## src/rtl/huffman_symbol_encoder_bit_packer_core_macros.svh

```systemverilog
// assertion macros for the encoder/packer rtl, used by hsebp_back
// expects a clock named clk and a reset named rst in the module that uses them
`ifndef HUFFMAN_SYMBOL_ENCODER_BIT_PACKER_CORE_MACROS_SVH
`define HUFFMAN_SYMBOL_ENCODER_BIT_PACKER_CORE_MACROS_SVH

// checked only out of reset
`define HSEBP_ASSERT(lbl, prop, msg) \
  lbl: assert property (@(posedge clk) disable iff (rst) prop) else $error(msg);

// checked on every edge, reset included
`define HSEBP_ASSERT_ALWAYS(lbl, prop, msg) \
  lbl: assert property (@(posedge clk) prop) else $error(msg);

`endif

```

## src/rtl/hsebp_pkg.sv

```systemverilog
// shared types and constants for the huffman encoder / bit packer
// no dependencies
package hsebp_pkg;

  localparam int BYTE_BITS = 8;

  typedef enum logic [1:0] {
    OP_LOAD   = 2'd0,
    OP_ENCODE = 2'd1,
    OP_FLUSH  = 2'd2
  } op_t;

endpackage

```

## src/rtl/hsebp_queue.sv

```systemverilog
// two-entry command queue between front and back
// depends on hsebp_pkg (nothing used beyond the import convention)
module hsebp_queue
  import hsebp_pkg::*;
#(
  parameter int DATA_W = 39
) (
  input  logic              clk,
  input  logic              rst,
  input  logic              wr_en,
  input  logic [DATA_W-1:0] wr_data,
  output logic              q_full,
  input  logic              rd_en,
  output logic [DATA_W-1:0] rd_data,
  output logic              q_empty
);

  logic [DATA_W-1:0] slots [2];
  logic              wr_ptr;
  logic              rd_ptr;
  logic [1:0]        fill;

  assign q_full  = (fill == 2'd2);
  assign q_empty = (fill == 2'd0);
  assign rd_data = slots[rd_ptr];

  always_ff @(posedge clk) begin
    if (wr_en) begin
      slots[wr_ptr] <= wr_data;
    end
  end

  always_ff @(posedge clk) begin
    if (rst) begin
      wr_ptr <= 1'b0;
      rd_ptr <= 1'b0;
      fill   <= 2'd0;
    end else begin
      if (wr_en) begin
        wr_ptr <= ~wr_ptr;
      end
      if (rd_en) begin
        rd_ptr <= ~rd_ptr;
      end
      case ({wr_en, rd_en})
        2'b10:   fill <= fill + 2'd1;
        2'b01:   fill <= fill - 2'd1;
        default: fill <= fill;
      endcase
    end
  end

endmodule

```

## config.mk

```make
export PLATFORM = sky130hd
export DESIGN_NAME = hsebp_queue
export DESIGN_NICKNAME = d
export VERILOG_FILES = /design/src/rtl/huffman_symbol_encoder_bit_packer_core_macros.svh /design/src/rtl/hsebp_pkg.sv /design/src/rtl/hsebp_queue.sv
export SDC_FILE = /design/constraint.sdc
export NUM_CORES = 1
export LEC_CHECK = 0
export BUFFER_PORTS_ARGS = -buffer_cell sky130_fd_sc_hd__buf_2
export CELL_PAD_IN_SITES_DETAIL_PLACEMENT = 1
export CELL_PAD_IN_SITES_GLOBAL_PLACEMENT = 2
export CORE_MARGIN = 5
export CORE_UTILIZATION = 40
export DETAILED_ROUTE_END_ITERATION = 10
export PLACE_DENSITY = 0.9
export SLEW_MARGIN = 10
export SYNTH_ARGS = -nofsm -noshare
export SYNTH_HDL_FRONTEND = slang
export SYNTH_SLANG_ARGS = --single-unit
export TNS_END_PERCENT = 30
```

## constraint.sdc

```tcl
create_clock -name clk -period 6.6 [get_ports clk]
set_input_delay 1.98 -clock clk [delete_from_list [all_inputs] [get_ports clk]]
set_output_delay 1.98 -clock clk [all_outputs]
set_load 0.05 [all_outputs]
```

==> results of run 1 <==
## cells in the final DEF (no fill, tap or decap), drive strengths merged
master and count:
a21oi 1, inv 2, ha 1, edfxtp 78, dfxtp 5, xor2 1, and2b 1, o21ai 1
xnor2 3, clkbuf 10, or3 1, nor2 6, buf 83, and2 1, clkinvlp 1, clkinv 4
mux2 39
## final timing paths
check / cells past startpoint / slack [ns] / endpoint / from
setup / recovery: 2 / 2.66 / rd_data[18] / flip-flop
hold / removal: 2 / 0.51 / flip-flop / rd_ptr
setup reg to reg: 1 / 4.95 / slots[0][35] / wr_ptr
hold reg to reg: 2 / 0.51 / flip-flop / rd_ptr
## Yosys cell counts
cell type / n
ha_1: 1
inv_1: 1
and2b_2: 1
o21ai_0: 1
buf_4: 1
dfxtp_1: 5
xnor2_1: 3
buf_2: 3
and2_1: 1
or3_1: 1
mux2_2: 39
xor2_1: 1
edfxtp_1: 78
a21oi_1: 1
nor2_1: 6
## sequential cells by signal (all words and copies together) (netlist names), named ones only
| register | cells |
|---|---|
| wr_ptr | 1 |
| rd_ptr | 1 |
| slots | 78 |
| fill | 2 |
## metrics by stage
stage	instance area (sq um)	setup slack (ns)
after detailed placement	3540	2.96
after global placement	3540	2.97
after global routing	3700	2.54
final	3700	2.66
after floorplan	3010	2.49
after CTS	3700	2.57
## cell type report
| cell class | instances | area share |
|---|---|---|
| flip-flops and latches | 83 | 0.660 |
| clock buffers | 10 | 0.0344 |
| well taps | 99 | 0.0334 |
| inverters | 1 | 0.00101 |
| multi-input cells | 55 | 0.148 |
| repair buffers | 83 | 0.112 |
| clock inverters | 6 | 0.0111 |
## metal layers
layer  global-route usage  vias up  wire length (um)
met1                0.149      780              2410
met3               0.0381        8               372
met2                0.211       64              2970
li1                     -      732                 -
met5                    0        -                 0
met4               0.0713        0               100
## tightest hold or removal path: cells and delay by family, from the launching register on
kind / cells / cell delay, ns
XOR/XNOR: 1 / 0.08
AND/OR/NAND/NOR: 1 / 0.07
flip-flops: 1 / 0.33
## logic make-up (layout without fill, tap and decap cells)
logic type,Yosys count,count (layout),share of synthesized area
and+or+nand+nor,9,9,0.0146
buffers and inverters,5,100,0.00873
AOI/OAI and AO/OA,2,2,0.00332
xor gates and xnor gates,4,4,0.0116
DFF,83,83,0.812
adders and majority gates,1,1,0.00416
muxes,39,39,0.146
## power groups by stage
stage          sequential, mW  clock (mW)  combinational [mW]
3_3_place_gp            0.642           0               0.205
6_report                0.631       0.312               0.205
3_5_place_dp            0.645           0               0.208
5_1_grt                 0.635       0.347               0.216
2_1_floorplan           0.631           0               0.163
4_1_cts                 0.633       0.325               0.208
==> impl_metrics.py, run 1 <==
metrics = {
    "clocking": {
        "clk_path_buf_depth": 2,
        "cts_tree": "done",
        "clk_latency_ns": 0.34,
        "cts-buffers-inserted": 9,
        "clock-sinks": 83,
        "cts_resized": 0,
        "root_buffer": "clkbuf_8",
        "post_cts.repair.setup_buffers": 0,
        "cts.reportedPaths.clkPinSlew_ns": 0.08,
        "hold_buffers": 0,
        "h-tree-depth": 3,
    },
    "cells_and_area": {
        "final_core_util": 0.508,
        "final-seq-area_sq_um": 2440,
        "fin_cells": 337,
        "layout-drive-gt1-share": 0.584,
        "areaGrowthSynthToFinish_pct": 23.1,
        "antenna_cells": 0,
        "n_fill_cell": 741,
        "multi_input_area_sq_um": 549,
        "nets": 277,
    },
    "routing": {
        "drc": 0,
        "antenna_left": 0,
        "route.vias.total": 1584,
        "drt_iter0_markers": 51,
        "wl_per_cell_um": 17.4,
        "dr.pass1.iters": 4,
        "wl_mm": 5.85,
        "via_per_inst": 4.70,
    },
    "global_route": {
        "grt_usage": 0.128,
        "grt_pass1_wl_mm": 9.18,
        "antenna_found_initial": 0,
        "grt_max_degree": 40,
        "overflow": 0,
        "grt_pass1_vias": 1761,
    },
    "sta": {
        "slew-limit-headroom": 0.218,
        "fin_skew_ns": 0.00875,
        "rsz0062_at_grt": "no",
        "finalSetupViolCount": 0,
        "fin_crit_sh": 0.598,
        "fmax_mhz": 253,
        "finalCriticalPeriod_ns": 3.94,
        "final_max_slew_viol_count": 0,
        "setup-tns-final_ns": 0,
        "tightest_slew_ns": 1.17,
        "hold_ws_ns": 0.513,
        "hold_viol": 0,
    },
    "placement": {
        "io_buffers": 83,
        "gp_congestion": 0.661,
        "dpl.hpwl_mm": 3.96,
        "place_inst": 321,
    },
    "floorplanning": {
        "core_area_sq_um": 7290,
        "fp.dieArea_sq_um": 9360,
        "ioPinCount": 84,
        "die_h_um": 96.7,
        "start_util": 0.413,
        "rows": 31,
        "die_w_um": 96.7,
    },
    "setup_path": {
        "crit_buf_inv": 1,
        "crit_chain": "mux2_2 -> buf_2",
        "crit_arrival_ns": 1.96,
        "crit_family": "flip-flops",
        "critPathMaxFanout": 39,
        "crit_slowest_cell": "dfxtp_2",
        "critPathCaptureType": "primary output",
        "start_kind": "flip-flop",
        "max_stage_delay_ns": 0.97,
        "crit_type": "reg2out",
        "timing.critical_path.required_ns": 4.62,
    },
    "yosys": {
        "netlist_top_cells_area": "edfxtp_1 78%, mux2_2 15%, dfxtp_1 3.3%",
        "synth_area_sq_um": 3010,
        "synth_seq_cells": 83,
        "yosysWarningCount": 0,
        "synth_cell_type_count": 15,
        "synth_fp_nets": 187,
        "syn_area_per_cell_sq_um": 21.0,
        "netlist_instances": 143,
        "synth_top_area_frac": 0.778,
        "ys_seq_area_frac": 0.812,
        "yosysTopAreaCell": "edfxtp_1",
    },
    "power_and_ir_drop": {
        "power.leakage_nw": 1.38,
        "power.switching_uw": 339,
        "p_seq_frac": 0.550,
        "netSwitchingFraction": 0.295,
        "p_per_area_nw_per_um2": 310,
        "p_total_mw": 1.15,
        "pwr-share-clk": 0.272,
        "p_comb_frac": 0.179,
        "p_int_uw": 809,
        "worst_ir_drop_vdd_uv": 136,
    },
    "run_status": {
        "status": "completed",
    },
    "worst_hold_path": {
        "hold_path_class": "reg2reg",
    },
    "flow_run": {
        "maxCapViolCount": 0,
    },
}
Power figures use the tool's default switching activity.
==> run 2: changes to the inputs <==
--- a/config.mk
+++ b/config.mk
@@ -9,9 +9,9 @@
 export CELL_PAD_IN_SITES_DETAIL_PLACEMENT = 1
 export CELL_PAD_IN_SITES_GLOBAL_PLACEMENT = 2
 export CORE_MARGIN = 5
-export CORE_UTILIZATION = 40
+export CORE_UTILIZATION = 37
 export DETAILED_ROUTE_END_ITERATION = 10
-export PLACE_DENSITY = 0.9
+export PLACE_DENSITY = 0.84
 export SLEW_MARGIN = 10
 export SYNTH_ARGS = -nofsm -noshare
 export SYNTH_HDL_FRONTEND = slang
==> constraint.sdc (replaced) <==
create_clock -name clk -period 3.9 [get_ports clk]
set_input_delay 1.17 -clock clk [delete_from_list [all_inputs] [get_ports clk]]
set_output_delay 1.17 -clock clk [all_outputs]
set_load 0.05 [all_outputs]
==> run 2 against run 1 <==
  * Total power rose by 73%
  * Register-to-register slack got worse by 2.6 ns
  * First-iteration DRC count rose by 7.8%
  * Utilization fell by 2.9 points
  * Sequential power rose by 68%
  * Clock-buffer cell count fell by 1
  * Clock skew barely moved
  * Non-clock buffer count rose by 3
  * Global-route usage fell by 1.6 points
  * Worst setup slack got worse by 1.9 ns
  * Worst hold slack improved by 0.0076 ns
==> impl_metrics.py, run 2 (synthesis results as in run 1) <==
metrics = {
    "clocking": {
        "clk_latency_ns": 0.33,
        "clock-sinks": 83,
        "cts_resized": 0,
        "post_cts.repair.setup_buffers": 0,
        "clk_path_buf_depth": 2,
        "root_buffer": "clkbuf_8",
        "cts_tree": "done",
        "h-tree-depth": 3,
        "hold_buffers": 0,
        "cts.reportedPaths.clkPinSlew_ns": 0.07,
        "cts-buffers-inserted": 9,
    },
    "sta": {
        "setup_ws_ns": 0.804,
        "final_max_slew_viol_count": 0,
        "slew-limit-headroom": 0.391,
        "tightest_slew_ns": 0.914,
        "finalSetupViolCount": 0,
        "hold_ws_ns": 0.521,
        "fmax_mhz": 323,
        "finalCriticalPeriod_ns": 3.10,
        "fin_skew_ns": 0.00925,
        "fin_crit_sh": 0.794,
        "hold_viol": 0,
        "setup-tns-final_ns": 0,
        "rsz0062_at_grt": "no",
    },
    "floorplanning": {
        "die_h_um": 100,
        "fp.dieArea_sq_um": 10000,
        "rows": 32,
        "core_area_sq_um": 7810,
        "start_util": 0.385,
        "ioPinCount": 84,
        "die_w_um": 100,
    },
    "cells_and_area": {
        "layout_commonest_cell": "buf_2",
        "layout-drive-gt1-share": 0.592,
        "most-common-layout-cells": "83 x buf_2, 78 x edfxtp_1, 39 x mux2_2, 9 x clkbuf_8, 5 x nor2_1",
        "antenna_cells": 0,
        "final_core_util": 0.479,
        "areaGrowthSynthToFinish_pct": 24.4,
        "largest-register": "slots",
        "nets": 280,
        "largest_reg_flops": 78,
        "largestRegisters": "slots x78, fill x2",
    },
    "routing": {
        "drc": 0,
        "wl_per_cell_um": 16.1,
        "route.vias.total": 1554,
        "wl_mm": 5.52,
        "antenna_left": 0,
        "dr.pass1.iters": 4,
        "drt_iter0_markers": 55,
        "via_per_inst": 4.54,
    },
    "flow_run": {
        "maxCapViolCount": 0,
    },
    "global_route": {
        "grt_max_degree": 40,
        "antenna_found_initial": 1,
        "grt_pass1_vias": 1664,
        "overflow": 0,
        "grt_pass1_wl_mm": 8.53,
        "grt_usage": 0.113,
    },
    "setup_path": {
        "crit_arrival_ns": 1.93,
        "crit_type": "reg2out",
        "timing.critical_path.required_ns": 2.73,
        "r2r_cells": 1,
        "start_kind": "flip-flop",
        "critPathCaptureType": "primary output",
        "worst-r2r-setup-slack_ns": 2.33,
        "reg2reg_from": "wr_ptr",
        "r2r_end": "slots[1][26]",
        "critPathMaxFanout": 22,
    },
    "placement": {
        "gp_congestion": 0.656,
        "dpl.hpwl_mm": 3.81,
        "io_buffers": 83,
        "pre_cts_slack_ns": 1.13,
    },
    "worst_hold_path": {
        "worstHoldStart": "fill[1]",
        "hold_path_class": "reg2reg",
        "holdPathStages": 2,
        "hold_end": "fill[1]",
    },
    "power_and_ir_drop": {
        "power.leakage_nw": 1.40,
        "worst_ir_drop_vdd_uv": 270,
        "p_per_area_nw_per_um2": 530,
    },
    "run_status": {
        "status": "completed",
    },
}
==> run 2: changes by cell type in the layout (fill, tap and decap cells not counted) <==
cell        delta
inv_6          -1
clkbuf_1       -1
bufinv_16      +1
clkinvlp_4     +1
buf_4          +3
clkinv_2       +1
clkinv_4       -2
==> run 2: per-stage QoR <==
stage / area [sq um] / total power [mW] / cells
after floorplan: 3010 / 1.34 / 143
final: 3740 / 1.98 / 342
after global placement: 3560 / 1.44 / 327
after global routing: 3740 / 2.08 / 342
after CTS: 3740 / 2.01 / 342
after detailed placement: 3560 / 1.44 / 327
==> run 2: power by group <==
| group | total [mW] | switching, mW | internal [mW] | leakage [nW] |
|---|---|---|---|---|
| logic | 0.357 | 0.254 | 0.103 | 0.536 |
| clock network | 0.567 | 0.280 | 0.287 | 0.0862 |
| registers | 1.06 | 0.0222 | 1.04 | 0.774 |
==> run 2: worst max-delay path, stage by stage, from the launching register on <==
cell and delay, ns:
dfxtp_2 0.60, buf_4 0.39, mux2_2 0.38, buf_2 0.21
==> run 2: how the worst max path moves through the flow <==
stage / startpoint / to / cells past startpoint
after floorplan: wr_en / slots[0][0] / 2
after global placement: flip-flop / rd_data[16] / 3
after detailed placement: flip-flop / rd_data[15] / 3
after CTS: flip-flop / rd_data[15] / 3
after global routing: flip-flop / rd_data[1] / 3
final: flip-flop / rd_data[9] / 3
==> run 2: final cells by class <==
cell class,instances,area [sq um]
timing repair buffer,86,438
fill,771,4060
clock inverter,6,57.6
tap,102,128
inverter,1,3.75
clock buffer,9,124
multi-input combinational,55,549
sequential,83,2440
==> run 2: metal layers <==
layer / wire length, um / vias up / track usage
met4: 71 / 2 / 0.0373
met5: 7 / - / 0
li1: - / 737 / -
met2: 2540 / 63 / 0.174
met1: 2430 / 743 / 0.149
met3: 473 / 9 / 0.0389
