--- src/rtl/huffman_symbol_encoder_bit_packer_core_macros.svh ---
// assertion macros for the encoder/packer rtl, used by hsebp_back
// expects a clock named clk and a reset named rst in the module that uses them
`ifndef HUFFMAN_SYMBOL_ENCODER_BIT_PACKER_CORE_MACROS_SVH
`define HUFFMAN_SYMBOL_ENCODER_BIT_PACKER_CORE_MACROS_SVH

// checked only out of reset
`define HSEBP_ASSERT(lbl, prop, msg) \
  lbl: assert property (@(posedge clk) disable iff (rst) prop) else $error(msg);

// checked on every edge, reset included
`define HSEBP_ASSERT_ALWAYS(lbl, prop, msg) \
  lbl: assert property (@(posedge clk) prop) else $error(msg);

`endif

--- src/rtl/hsebp_pkg.sv ---
// shared types and constants for the huffman encoder / bit packer
// no dependencies
package hsebp_pkg;

  localparam int BYTE_BITS = 8;

  typedef enum logic [1:0] {
    OP_LOAD   = 2'd0,
    OP_ENCODE = 2'd1,
    OP_FLUSH  = 2'd2
  } op_t;

endpackage

--- src/rtl/hsebp_back.sv ---
// back end: bit packer that appends codes msb first and drains whole bytes,
// then pads a partial one on flush; uses hsebp_pkg and the assertion macros
`include "huffman_symbol_encoder_bit_packer_core_macros.svh"

module hsebp_back
  import hsebp_pkg::*;
#(
  parameter int MAX_CODE_BITS = 32,
  localparam int LEN_W = $clog2(MAX_CODE_BITS + 1)
) (
  input  logic                     clk,
  input  logic                     rst,
  input  logic                     q_empty,
  output logic                     q_pop,
  input  logic                     cmd_flush,
  input  logic [MAX_CODE_BITS-1:0] cmd_code,
  input  logic [LEN_W-1:0]         cmd_len,
  output logic                     empty,
  input  logic                     pop,
  output logic [7:0]               out_byte,
  output logic                     last_of_run
);

  localparam int W     = MAX_CODE_BITS + BYTE_BITS;
  localparam int CNT_W = $clog2(W + 1);

  logic [W-1:0]             word;
  logic [W-1:0]             word_next;
  logic [CNT_W-1:0]         cnt;
  logic [CNT_W-1:0]         cnt_next;
  logic                     o_valid;
  logic                     can_emit;
  logic                     emit;
  logic                     emit_last;
  logic [LEN_W-1:0]         sh;
  logic [MAX_CODE_BITS-1:0] code_al;
  logic [W-1:0]             code_part;
  logic [W-1:0]             pend_part;

  assign can_emit = !o_valid || pop;
  assign empty    = !o_valid;

  // left-align the code, then slide it in right behind the pending bits
  assign sh        = LEN_W'(MAX_CODE_BITS) - cmd_len;
  assign code_al   = cmd_code << sh;
  assign code_part = {code_al, {BYTE_BITS{1'b0}}} >> cnt[2:0];
  assign pend_part = {word[W-1 -: BYTE_BITS], {MAX_CODE_BITS{1'b0}}};

  always_comb begin
    word_next = word;
    cnt_next  = cnt;
    q_pop     = 1'b0;
    emit      = 1'b0;
    emit_last = 1'b0;
    if (cnt >= CNT_W'(BYTE_BITS)) begin
      if (can_emit) begin
        emit      = 1'b1;
        emit_last = (cnt < CNT_W'(2 * BYTE_BITS));
        word_next = word << BYTE_BITS;
        cnt_next  = cnt - CNT_W'(BYTE_BITS);
      end
    end else if (!q_empty) begin
      if (cmd_flush) begin
        if (cnt == '0) begin
          q_pop = 1'b1;
        end else if (can_emit) begin
          q_pop     = 1'b1;
          emit      = 1'b1;
          emit_last = 1'b1;
          word_next = '0;
          cnt_next  = '0;
        end
      end else begin
        q_pop     = 1'b1;
        word_next = pend_part | code_part;
        cnt_next  = cnt + CNT_W'(cmd_len);
      end
    end
  end

  always_ff @(posedge clk) begin
    if (rst) begin
      word    <= '0;
      cnt     <= '0;
      o_valid <= 1'b0;
    end else begin
      word <= word_next;
      cnt  <= cnt_next;
      if (emit) begin
        o_valid <= 1'b1;
      end else if (pop) begin
        o_valid <= 1'b0;
      end
    end
  end

  always_ff @(posedge clk) begin
    if (emit) begin
      out_byte    <= word[W-1 -: BYTE_BITS];
      last_of_run <= emit_last;
    end
  end

  `HSEBP_ASSERT(a_cnt_bound, cnt <= CNT_W'(W - 1), "bit count past packer width")
  `HSEBP_ASSERT(a_no_pop_drain, (cnt >= CNT_W'(BYTE_BITS)) |-> !q_pop, "command taken while draining")
  `HSEBP_ASSERT_ALWAYS(a_rst_clear, rst |=> (cnt == '0) && !o_valid, "packer not cleared by reset")

endmodule

--- config.mk ---
export PLATFORM = sky130hd
export DESIGN_NAME = hsebp_back
export DESIGN_NICKNAME = d
export VERILOG_FILES = /design/src/rtl/hsebp_pkg.sv /design/src/rtl/hsebp_back.sv
export VERILOG_INCLUDE_DIRS = /design/src /design/src/rtl
export SDC_FILE = /design/constraint.sdc
export NUM_CORES = 1
export LEC_CHECK = 0
export BUFFER_PORTS_ARGS = -buffer_cell sky130_fd_sc_hd__buf_4
export CORE_UTILIZATION = 35
export DETAILED_ROUTE_END_ITERATION = 10
export SETUP_SLACK_MARGIN = 0.15
export SLEW_MARGIN = 20
export SYNTH_ARGS = -nofsm -noshare
export SYNTH_HDL_FRONTEND = slang
export SYNTH_SLANG_ARGS = --single-unit
--- constraint.sdc ---
create_clock -name clk -period 5.4 [get_ports clk]
set_input_delay 0.54 -clock clk [delete_from_list [all_inputs] [get_ports clk]]
set_output_delay 0.54 -clock clk [all_outputs]
set_load 0.05 [all_outputs]
==> impl_metrics.tcl, run 1 <==
set metrics [dict create \
    holdCritPathClass "reg -> reg" \
    drc_errors 0 \
    netlist-cell-type-count 84 \
    run_status "completed" \
    route.detailed.vias_per_inst 6.05 \
    yosys.area.top_type "dfxtp_1" \
    irDropWorstVdd_mv 0.372 \
    routed_wl_mm 18.0 \
    achievable-frequency_mhz 247 \
    worst_setup_path_start_kind "input port" \
    synthTopCellsByArea "dfxtp_1, mux4_2, mux2_2, mux2i_1, nor2_1" \
    setup_viol 0 \
    holdCritStartpoint "word[32]$_SDFFE_PP0P_" \
    dp.cells 925 \
    synth_sequential_area_ratio_pct 19.7 \
    syn2layout_area_growth_pct 10.5 \
    numCtsBuffers 5 \
    kind_of_end_point_of_the_critical_path "register" \
    num_antenna_cells 0 \
    power.density_cell_area_nw_per_um2 407 \
    max_cap_violation_count 0 \
    grt-ovfl-total 0 \
    start_util_pct 36.1 \
    timing.slew.headroom_pct 29.1 \
    yosysWarnings 0 \
    critical_path.reg2reg.startpoint "cnt[0]$_SDFFE_PP0P_" \
    synthFlopType "dfxtp_1" \
    cts-resized-gates 0 \
    drive_above_1_share_pct 24.5 \
    slew_viol_final 0 \
    reg2reg_to "word[34]$_SDFFE_PP0P_" \
    syn_nets 756 \
    gp_routability_congestion 0.950 \
    required_ps 5560 \
    core_area_sq_um 16800 \
    finish.cell_count_without_fillers 933 \
    grt_pass1_wl_mm 29.2 \
    clock_transition_at_the_registers_of_the_reported_paths_ps 70 \
    grt_max_degree 48 \
    crit_path_max_fanout 32 \
    leakagePower_nw 2.45 \
    portBuffers 53 \
    ctsHtreeMaxLevel 2 \
    cpLargestDelayFamily "multiplexers" \
    post_cts_setup_buffer_count 0 \
    cp.arrival_ps 4210 \
    syn_inst 704 \
    post_synth_instance_area_sq_um 6050 \
    cts_root_buf "clkbuf_16" \
    insertion_delay_ps 300 \
    worst-r2r-cell-count 11 \
    drt_pre_antenna_iters 5 \
    number_of_enable_type_register_cells_in_the_synthesized_netlist 9 \
    ios 54 \
    path_buf_inv 3 \
    wl_per_cell_microns 19.2 \
    avgSynthCellArea_sq_um 8.59 \
    final_min_period_over_clock_period_pct 74.9 \
    ys_ff_latch 55 \
    via_count 5647 \
    yosys.area.top_type_share_pct 15.2 \
    hold_violations 0 \
    slowest_stage_cell_crit_path "ha_2" \
    setup-tns-final_ps 0 \
    finalCriticalPeriod_ps 4050 \
    cp_cell_sequence "buf_4 > inv_1 > ha_2 > buf_12 > mux2_2 > mux4_1 > mux2i_1 > o221ai_1 > o21ai_0 > o22ai_1 > a221oi_1 > nor4_1" \
    critical_path_class "in -> reg" \
    grt_setup_unrepaired "no" \
    setup_slack_placement_ps 1100 \
    worst_path_largest_cell_delay_ps 750 \
    grt_util_all_layers_pct 20.4 \
    fin_worst_skew_ps 4.30 \
    final_antenna_net_count 0 \
    die_height_microns 133 \
    synth-async-reset-ratio_pct 0 \
    num-nets-final 764 \
    cts.sinks 55 \
    layout_setup_ws_ps 1350 \
    floorplan.rows 47 \
    die_w_microns 133 \
    die_area_sq_um 17800 \
    cts_hold_buf 0 \
    grt_pass1_vias 5236 \
    antenna_found_initial 0 \
    tritoncts "yes" \
    worstMarginPinSlew_ps 1060 \
    clock_path_buffers 2 \
    worst_hold_path.num_cells 0 \
    fill_cells 1702 \
    r2r_setup_slack_ps 2000 \
    final.hold.worst_slack_ps 440 \
    place.detailed.hpwl_mm 13.5 \
    drtIter0Drc 609 \
    holdPathEnd "out_byte[0]$_DFFE_PP_" \
]
[power by group]
part / total [W] / internal (W) / switching, W
Combinational: 0.00168 / 0.000622 / 0.00106
Clock: 0.000379 / 0.000222 / 0.000157
Sequential: 0.000664 / 0.000584 / 0.0000799
[layer usage]
metal / vias to the layer above / global-route usage [%] / part of all wire (%)
li1: 2732 / - / -
met1: 2706 / 29.9 / 48
met2: 183 / 31.5 / 45
met3: 26 / 1.75 / 4.9
met4: 0 / 6.19 / 2.4
met5: - / 0 / 0
[sequential cells by signal, summed over array words and instances, names as in the netlist]
register and count:
last_of_run 1, word 39, out_byte 8, cnt 6
o_valid 1
[metrics by stage]
stage / utilization, % / power, W / instance area [sq um]
after global routing: 39.9 / 0.00292 / 6690
after floorplan: - / 0.00192 / 6050
after global placement: 38.9 / 0.00233 / 6520
after detailed placement: 38.9 / 0.00234 / 6520
after CTS: 39.9 / 0.00272 / 6690
final: 39.9 / 0.00272 / 6690
[worst max path at each step]
stage                     depth (start not counted)                    end        from
after CTS                                        12  word[37]$_SDFFE_PP0P_  cmd_len[1]
after global routing                             12  word[37]$_SDFFE_PP0P_  cmd_len[1]
after floorplan                                  14  word[17]$_SDFFE_PP0P_  cmd_len[0]
after global placement                           12  word[35]$_SDFFE_PP0P_  cmd_len[1]
after detailed placement                         12  word[37]$_SDFFE_PP0P_  cmd_len[1]
final                                            12  word[37]$_SDFFE_PP0P_  cmd_len[1]
[placed cells by master, fill, tap and decap left out, types with 5 or more instances in the layout]
master and count:
a211oi_1 13, a21oi_1 39, a221oi_1 12, a22oi_1 5, a31oi_1 6, and3_1 7
buf_4 65, clkbuf_16 5, dfxtp_1 46, edfxtp_1 9, ha_1 7, inv_1 17
mux2_2 47, mux2i_1 36, mux4_1 5, mux4_2 28, nand2_1 49, nand2b_1 10
nand3_1 10, nor2_1 80, nor3_1 26, o2111ai_1 6, o211ai_1 12, o21ai_0 38
o22ai_1 13
[synth_stat cells, types with 7 or more instances]
cell type	instances
nand3_1	10
edfxtp_1	9
ha_1	8
o22ai_1	13
mux4_2	28
clkbuf_1	40
a221oi_1	12
dfxtp_1	46
nand2_1	49
buf_2	13
o211ai_1	12
and3_1	7
nor3_1	26
mux2_2	47
nand2b_1	10
a211oi_1	13
o21ai_0	38
inv_1	17
nor2_1	80
a21oi_1	39
mux2i_1	36
[cell families (layout without fill, tap and decap cells)]
logic type,Yosys count,in the layout,synth area share [%]
flops,55,55,19.7
buf+inv,84,93,6.47
mux,118,118,27.7
fa+ha+maj,9,9,1.99
compound gates,210,210,24.8
xor+xnor,7,7,1.63
simple gates,221,221,17.8
[cell type report]
cell class / count / area (sq um) / share of cell area, %
Clock inverter: 3 / 47.5 / 0.711
Sequential cell: 55 / 1190 / 17.8
Timing Repair Buffer: 66 / 508 / 7.59
Multi-Input combinational cell: 565 / 4470 / 66.8
Tap cell: 220 / 275 / 4.12
Clock buffer: 5 / 125 / 1.87
Inverter: 19 / 71.3 / 1.07
(Power assumes the default switching activity.)
==> run 2: changes to the inputs <==
==> constraint.sdc (replaced) <==
create_clock -name clk -period 3.5 [get_ports clk]
set_input_delay 0.35 -clock clk [delete_from_list [all_inputs] [get_ports clk]]
set_output_delay 0.35 -clock clk [all_outputs]
set_load 0.05 [all_outputs]
==> impl_metrics.tcl, run 2 (synthesis gave the netlist of run 1 again) <==
set metrics [dict create \
    finalCriticalPeriod_ps 3220 \
    grt-ovfl-total 0 \
    required_ps 3670 \
    fin_worst_skew_ps 9.93 \
    final_antenna_net_count 0 \
    timing.slew.headroom_pct 48.3 \
    tritoncts "yes" \
    power.density_cell_area_nw_per_um2 617 \
    insertion_delay_ps 300 \
    setup_slack_placement_ps -46.7 \
    numCtsBuffers 5 \
    worst_setup_path_start_kind "input port" \
    num-nets-final 804 \
    cpLargestDelayFamily "compound AO/OA/AOI/OAI gates" \
    portBuffers 53 \
    cts.sinks 55 \
    critical-path-top-cell-by-count "buf_4" \
    largest_reg_flops 39 \
    ios 54 \
    run_status "completed" \
    path_buf_inv 3 \
    start_util_pct 36.1 \
    r2r_setup_slack_ps 1050 \
    clock_path_buffers 2 \
    stdcell_area_sq_um 7060 \
    drc_errors 0 \
    final_cell_mix "buf_4, nor2_1, nand2_1" \
    core_area_sq_um 16800 \
    final_min_period_over_clock_period_pct 92.0 \
    slew_viol_final 0 \
    drive_above_1_share_pct 29.7 \
    achievable-frequency_mhz 311 \
    route.detailed.vias_per_inst 6.03 \
    grt_util_all_layers_pct 21.0 \
    syn2layout_area_growth_pct 16.7 \
    irDropWorstVdd_mv 0.520 \
    via_count 5864 \
    floorplan.rows 47 \
    worst_path_largest_cell_delay_ps 520 \
    cp.arrival_ps 3390 \
    setup_viol 0 \
    largestRegisters "word (39), out_byte (8), cnt (6)" \
    hold_violations 0 \
    drt_pre_antenna_iters 7 \
    leakagePower_nw 2.68 \
    place.detailed.hpwl_mm 14.2 \
    commonest_non_fill_non_tap_cell_in_the_layout "buf_4" \
    ctsHtreeMaxLevel 2 \
    kind_of_end_point_of_the_critical_path "register" \
    die_area_sq_um 17800 \
    gp_routability_congestion 0.931 \
    routed_wl_mm 18.5 \
    grt_setup_unrepaired "no" \
    clock_transition_at_the_registers_of_the_reported_paths_ps 70 \
    critical_path_class "in -> reg" \
    cts_root_buf "clkbuf_16" \
    slowest_stage_cell_crit_path "mux4_2" \
    crit_path_max_fanout 28 \
    drtIter0Drc 572 \
    layout_setup_ws_ps 280 \
    cp_cell_sequence "buf_4 > clkinv_8 > ha_4 > buf_4 > mux2_2 > mux4_2 > o22ai_1 > a31oi_1 > o31ai_1 > o21ai_0 > a221oi_1 > nor3_1" \
    placed_area_sq_um 6880 \
    antenna_found_initial 0 \
    die_height_microns 133 \
    grt_pass1_wl_mm 30.0 \
    grt_max_degree 48 \
    grt_pass1_vias 5450 \
    max_cap_violation_count 0 \
    holdCritPathClass "reg -> reg" \
    num_antenna_cells 0 \
    wl_per_cell_microns 19.0 \
    max_flop_register "word" \
    worstMarginPinSlew_ps 772 \
    die_w_microns 133 \
]
==> run 2: changes by cell type in the layout (fill, tap and decap cells not counted), sizes merged <==
cell    delta
clkbuf     +1
buf       +40
clkinv     -1
==> run 2: cell type report <==
cell class,count,area [sq um]
Fill cell,1696,9700
Multi-Input combinational cell,565,4520
Sequential cell,55,1190
Timing Repair Buffer,106,825
Tap cell,220,275
Clock buffer,6,129
Inverter,19,83.8
Clock inverter,2,38.8
==> run 2: final timing paths <==
| path | from | to | cells past startpoint |
|---|---|---|---|
| min reg2reg | word[39]$_SDFFE_PP0P_ | out_byte[7]$_DFFE_PP_ | 0 |
| max | cmd_len[0] | word[35]$_SDFFE_PP0P_ | 12 |
| max reg2reg | cnt[2]$_SDFFE_PP0P_ | word[9]$_SDFFE_PP0P_ | 9 |
| min | word[39]$_SDFFE_PP0P_ | out_byte[7]$_DFFE_PP_ | 0 |
==> run 2: what timing repair did <==
item / CTS / global route
setup buffers: 0 / 0
resized for setup: 0 / 3
endpoints found under the setup margin: 0 / 5
hold buffers: 0 / 0
hold endpoints to repair: 0 / 0
==> run 2: metal layers <==
metal  global-route usage [%]  wire (microns)
met1                     30.7            8860
met2                     32.2            8280
met3                     1.75             888
met4                     7.64             499
met5                        0               0
==> run 2: stage by stage <==
| stage | std cells | total power (W) | hold WS, ps | setup TNS [ps] | util, % |
|---|---|---|---|---|---|
| after floorplan | 704 | 0.00300 | 409 | 0 | - |
| after global placement | 965 | 0.00376 | 420 | -46.1 | 41.1 |
| after detailed placement | 965 | 0.00377 | 423 | -46.7 | 41.1 |
| after CTS | 973 | 0.00435 | 442 | 0 | 42.1 |
| after global routing | 973 | 0.00467 | 463 | 0 | 42.1 |
| final | 973 | 0.00436 | 440 | 0 | 42.1 |
==> run 2: power by group <==
part           leakage, nW  switching, W  internal [W]  total, W
registers            0.468      0.000133      0.000901   0.00103
logic                 2.13       0.00169       0.00106   0.00275
clock network       0.0815      0.000236      0.000341  0.000577
==> run 3: changes to the inputs <==
--- a/config.mk
+++ b/config.mk
@@ -7,8 +7,10 @@
 export NUM_CORES = 1
 export LEC_CHECK = 0
 export BUFFER_PORTS_ARGS = -buffer_cell sky130_fd_sc_hd__buf_4
-export CORE_UTILIZATION = 35
+export CORE_UTILIZATION = 50
 export DETAILED_ROUTE_END_ITERATION = 10
+export GPL_ROUTABILITY_DRIVEN = 0
+export PLACE_DENSITY = 0.71
 export SETUP_SLACK_MARGIN = 0.15
 export SLEW_MARGIN = 20
 export SYNTH_ARGS = -nofsm -noshare
==> impl_metrics.tcl, run 3 (synthesis gave the netlist of run 1 again) <==
set metrics [dict create \
    run_status "finished with violations" \
    failed_checks "design-rule violations" \
    finalCriticalPeriod_ps 3190 \
    tritoncts "yes" \
    core_area_sq_um 11600 \
    die_w_microns 112 \
    largestRegisters "word (39), out_byte (8), cnt (6)" \
    setup_viol 0 \
    worstMarginPinSlew_ps 863 \
    cts_root_buf "clkbuf_16" \
    commonest_non_fill_non_tap_cell_in_the_layout "buf_4" \
    grt-ovfl-total 0 \
    die_height_microns 112 \
    worst_setup_path_start_kind "input port" \
    drc_errors 2 \
    route.detailed.vias_per_inst 6.88 \
    ios 54 \
    num_antenna_cells 0 \
    fin_worst_skew_ps 12.5 \
    stdcell_area_sq_um 6920 \
    grt_pass1_wl_mm 29.3 \
    achievable-frequency_mhz 313 \
    portBuffers 53 \
    via_count 6148 \
    hold_violations 0 \
    irDropWorstVdd_mv 0.455 \
    num-nets-final 801 \
    grt_pass1_vias 5638 \
    crit_path_max_fanout 17 \
    place.detailed.hpwl_mm 13.9 \
    syn2layout_area_growth_pct 14.4 \
    placed_area_sq_um 6760 \
    grt_util_all_layers_pct 29.4 \
    final_min_period_over_clock_period_pct 91.3 \
    drtIter0Drc 661 \
    slew_viol_final 0 \
    start_util_pct 52.1 \
    antenna_found_initial 0 \
    insertion_delay_ps 310 \
    fill_cells 1038 \
    r2r_setup_slack_ps 920 \
    clock_path_buffers 2 \
    cp.arrival_ps 3370 \
    max_flop_register "word" \
    critical_path_class "in -> reg" \
    cts.sinks 55 \
    holdCritPathClass "reg -> reg" \
    numCtsBuffers 5 \
    routed_wl_mm 18.4 \
    wl_per_cell_microns 20.6 \
    timing.slew.headroom_pct 42.4 \
    grt_setup_unrepaired "no" \
    largest_reg_flops 39 \
    power.density_cell_area_nw_per_um2 622 \
    leakagePower_nw 2.65 \
    drt_pre_antenna_iters 8 \
    grt_max_degree 48 \
    final.hold.worst_slack_ps 437 \
    die_area_sq_um 12500 \
    required_ps 3680 \
    floorplan.rows 39 \
    max_cap_violation_count 0 \
    clock_transition_at_the_registers_of_the_reported_paths_ps 80 \
    final_antenna_net_count 0 \
    drive_above_1_share_pct 29.5 \
    ctsHtreeMaxLevel 2 \
    kind_of_end_point_of_the_critical_path "register" \
    final_cell_mix "buf_4, nor2_1, nand2_1" \
]
## run 3: routing by layer
metal  wire (microns)  vias up  GRT usage, %
met2             8360      309          46.0
met3             1650       34          5.39
li1                 -     2797             -
met1             8070     3008          41.6
met5                0        -             0
met4              340        0          7.82
## run 3: report_power, final
part           leakage [nW]  internal [W]  switching [W]
combinational          2.12       0.00106        0.00170
clock                0.0675      0.000269       0.000237
sequential            0.468      0.000901       0.000135
total                  2.65       0.00223        0.00208
## run 3: timing repair
action | CTS | global route
endpoints found under the setup margin | 0 | 3
buffers inserted | 0 | 1
resized for setup | 0 | 1
hold buffers | 0 | 0
## run 3: final timing paths
kind,start,to,cells after the start
worst min register to register,word[39]$_SDFFE_PP0P_,out_byte[7]$_DFFE_PP_,0
worst min-delay path,word[39]$_SDFFE_PP0P_,out_byte[7]$_DFFE_PP_,0
worst max-delay path,cmd_len[0],word[25]$_SDFFE_PP0P_,12
worst max register to register,cnt[0]$_SDFFE_PP0P_,word[34]$_SDFFE_PP0P_,10
## run 3: critical path, cell delays in order
cell and delay, ps:
buf_4 120, clkinv_8 50, ha_4 430, buf_8 220, mux2_2 360, mux4_2 540, o21ai_2 100, o221ai_1 170
mux4_2 520, a221o_1 300, a21oi_1 130, nor3_1 60
## run 3: final cells by class
type | count | area (sq um) | area share (%)
multi-input cells | 565 | 4520 | 65.3
flip-flops and latches | 55 | 1190 | 17.2
repair buffers | 103 | 806 | 11.6
well taps | 143 | 179 | 2.58
clock buffers | 6 | 129 | 1.86
inverters | 19 | 83.8 | 1.21
clock inverters | 2 | 16.3 | 0.235
## run 3: through the flow
stage	worst slack, ps	utilization (%)	instances	TNS, ps	power [W]
after floorplan	74.1	-	704	0	0.00300
after detailed placement	-18.5	58.2	884	-44.7	0.00374
after global placement	50.3	58.2	884	0	0.00368
final	306	59.6	893	0	0.00431
after global routing	188	59.6	893	0	0.00457
after CTS	272	59.4	892	0	0.00426
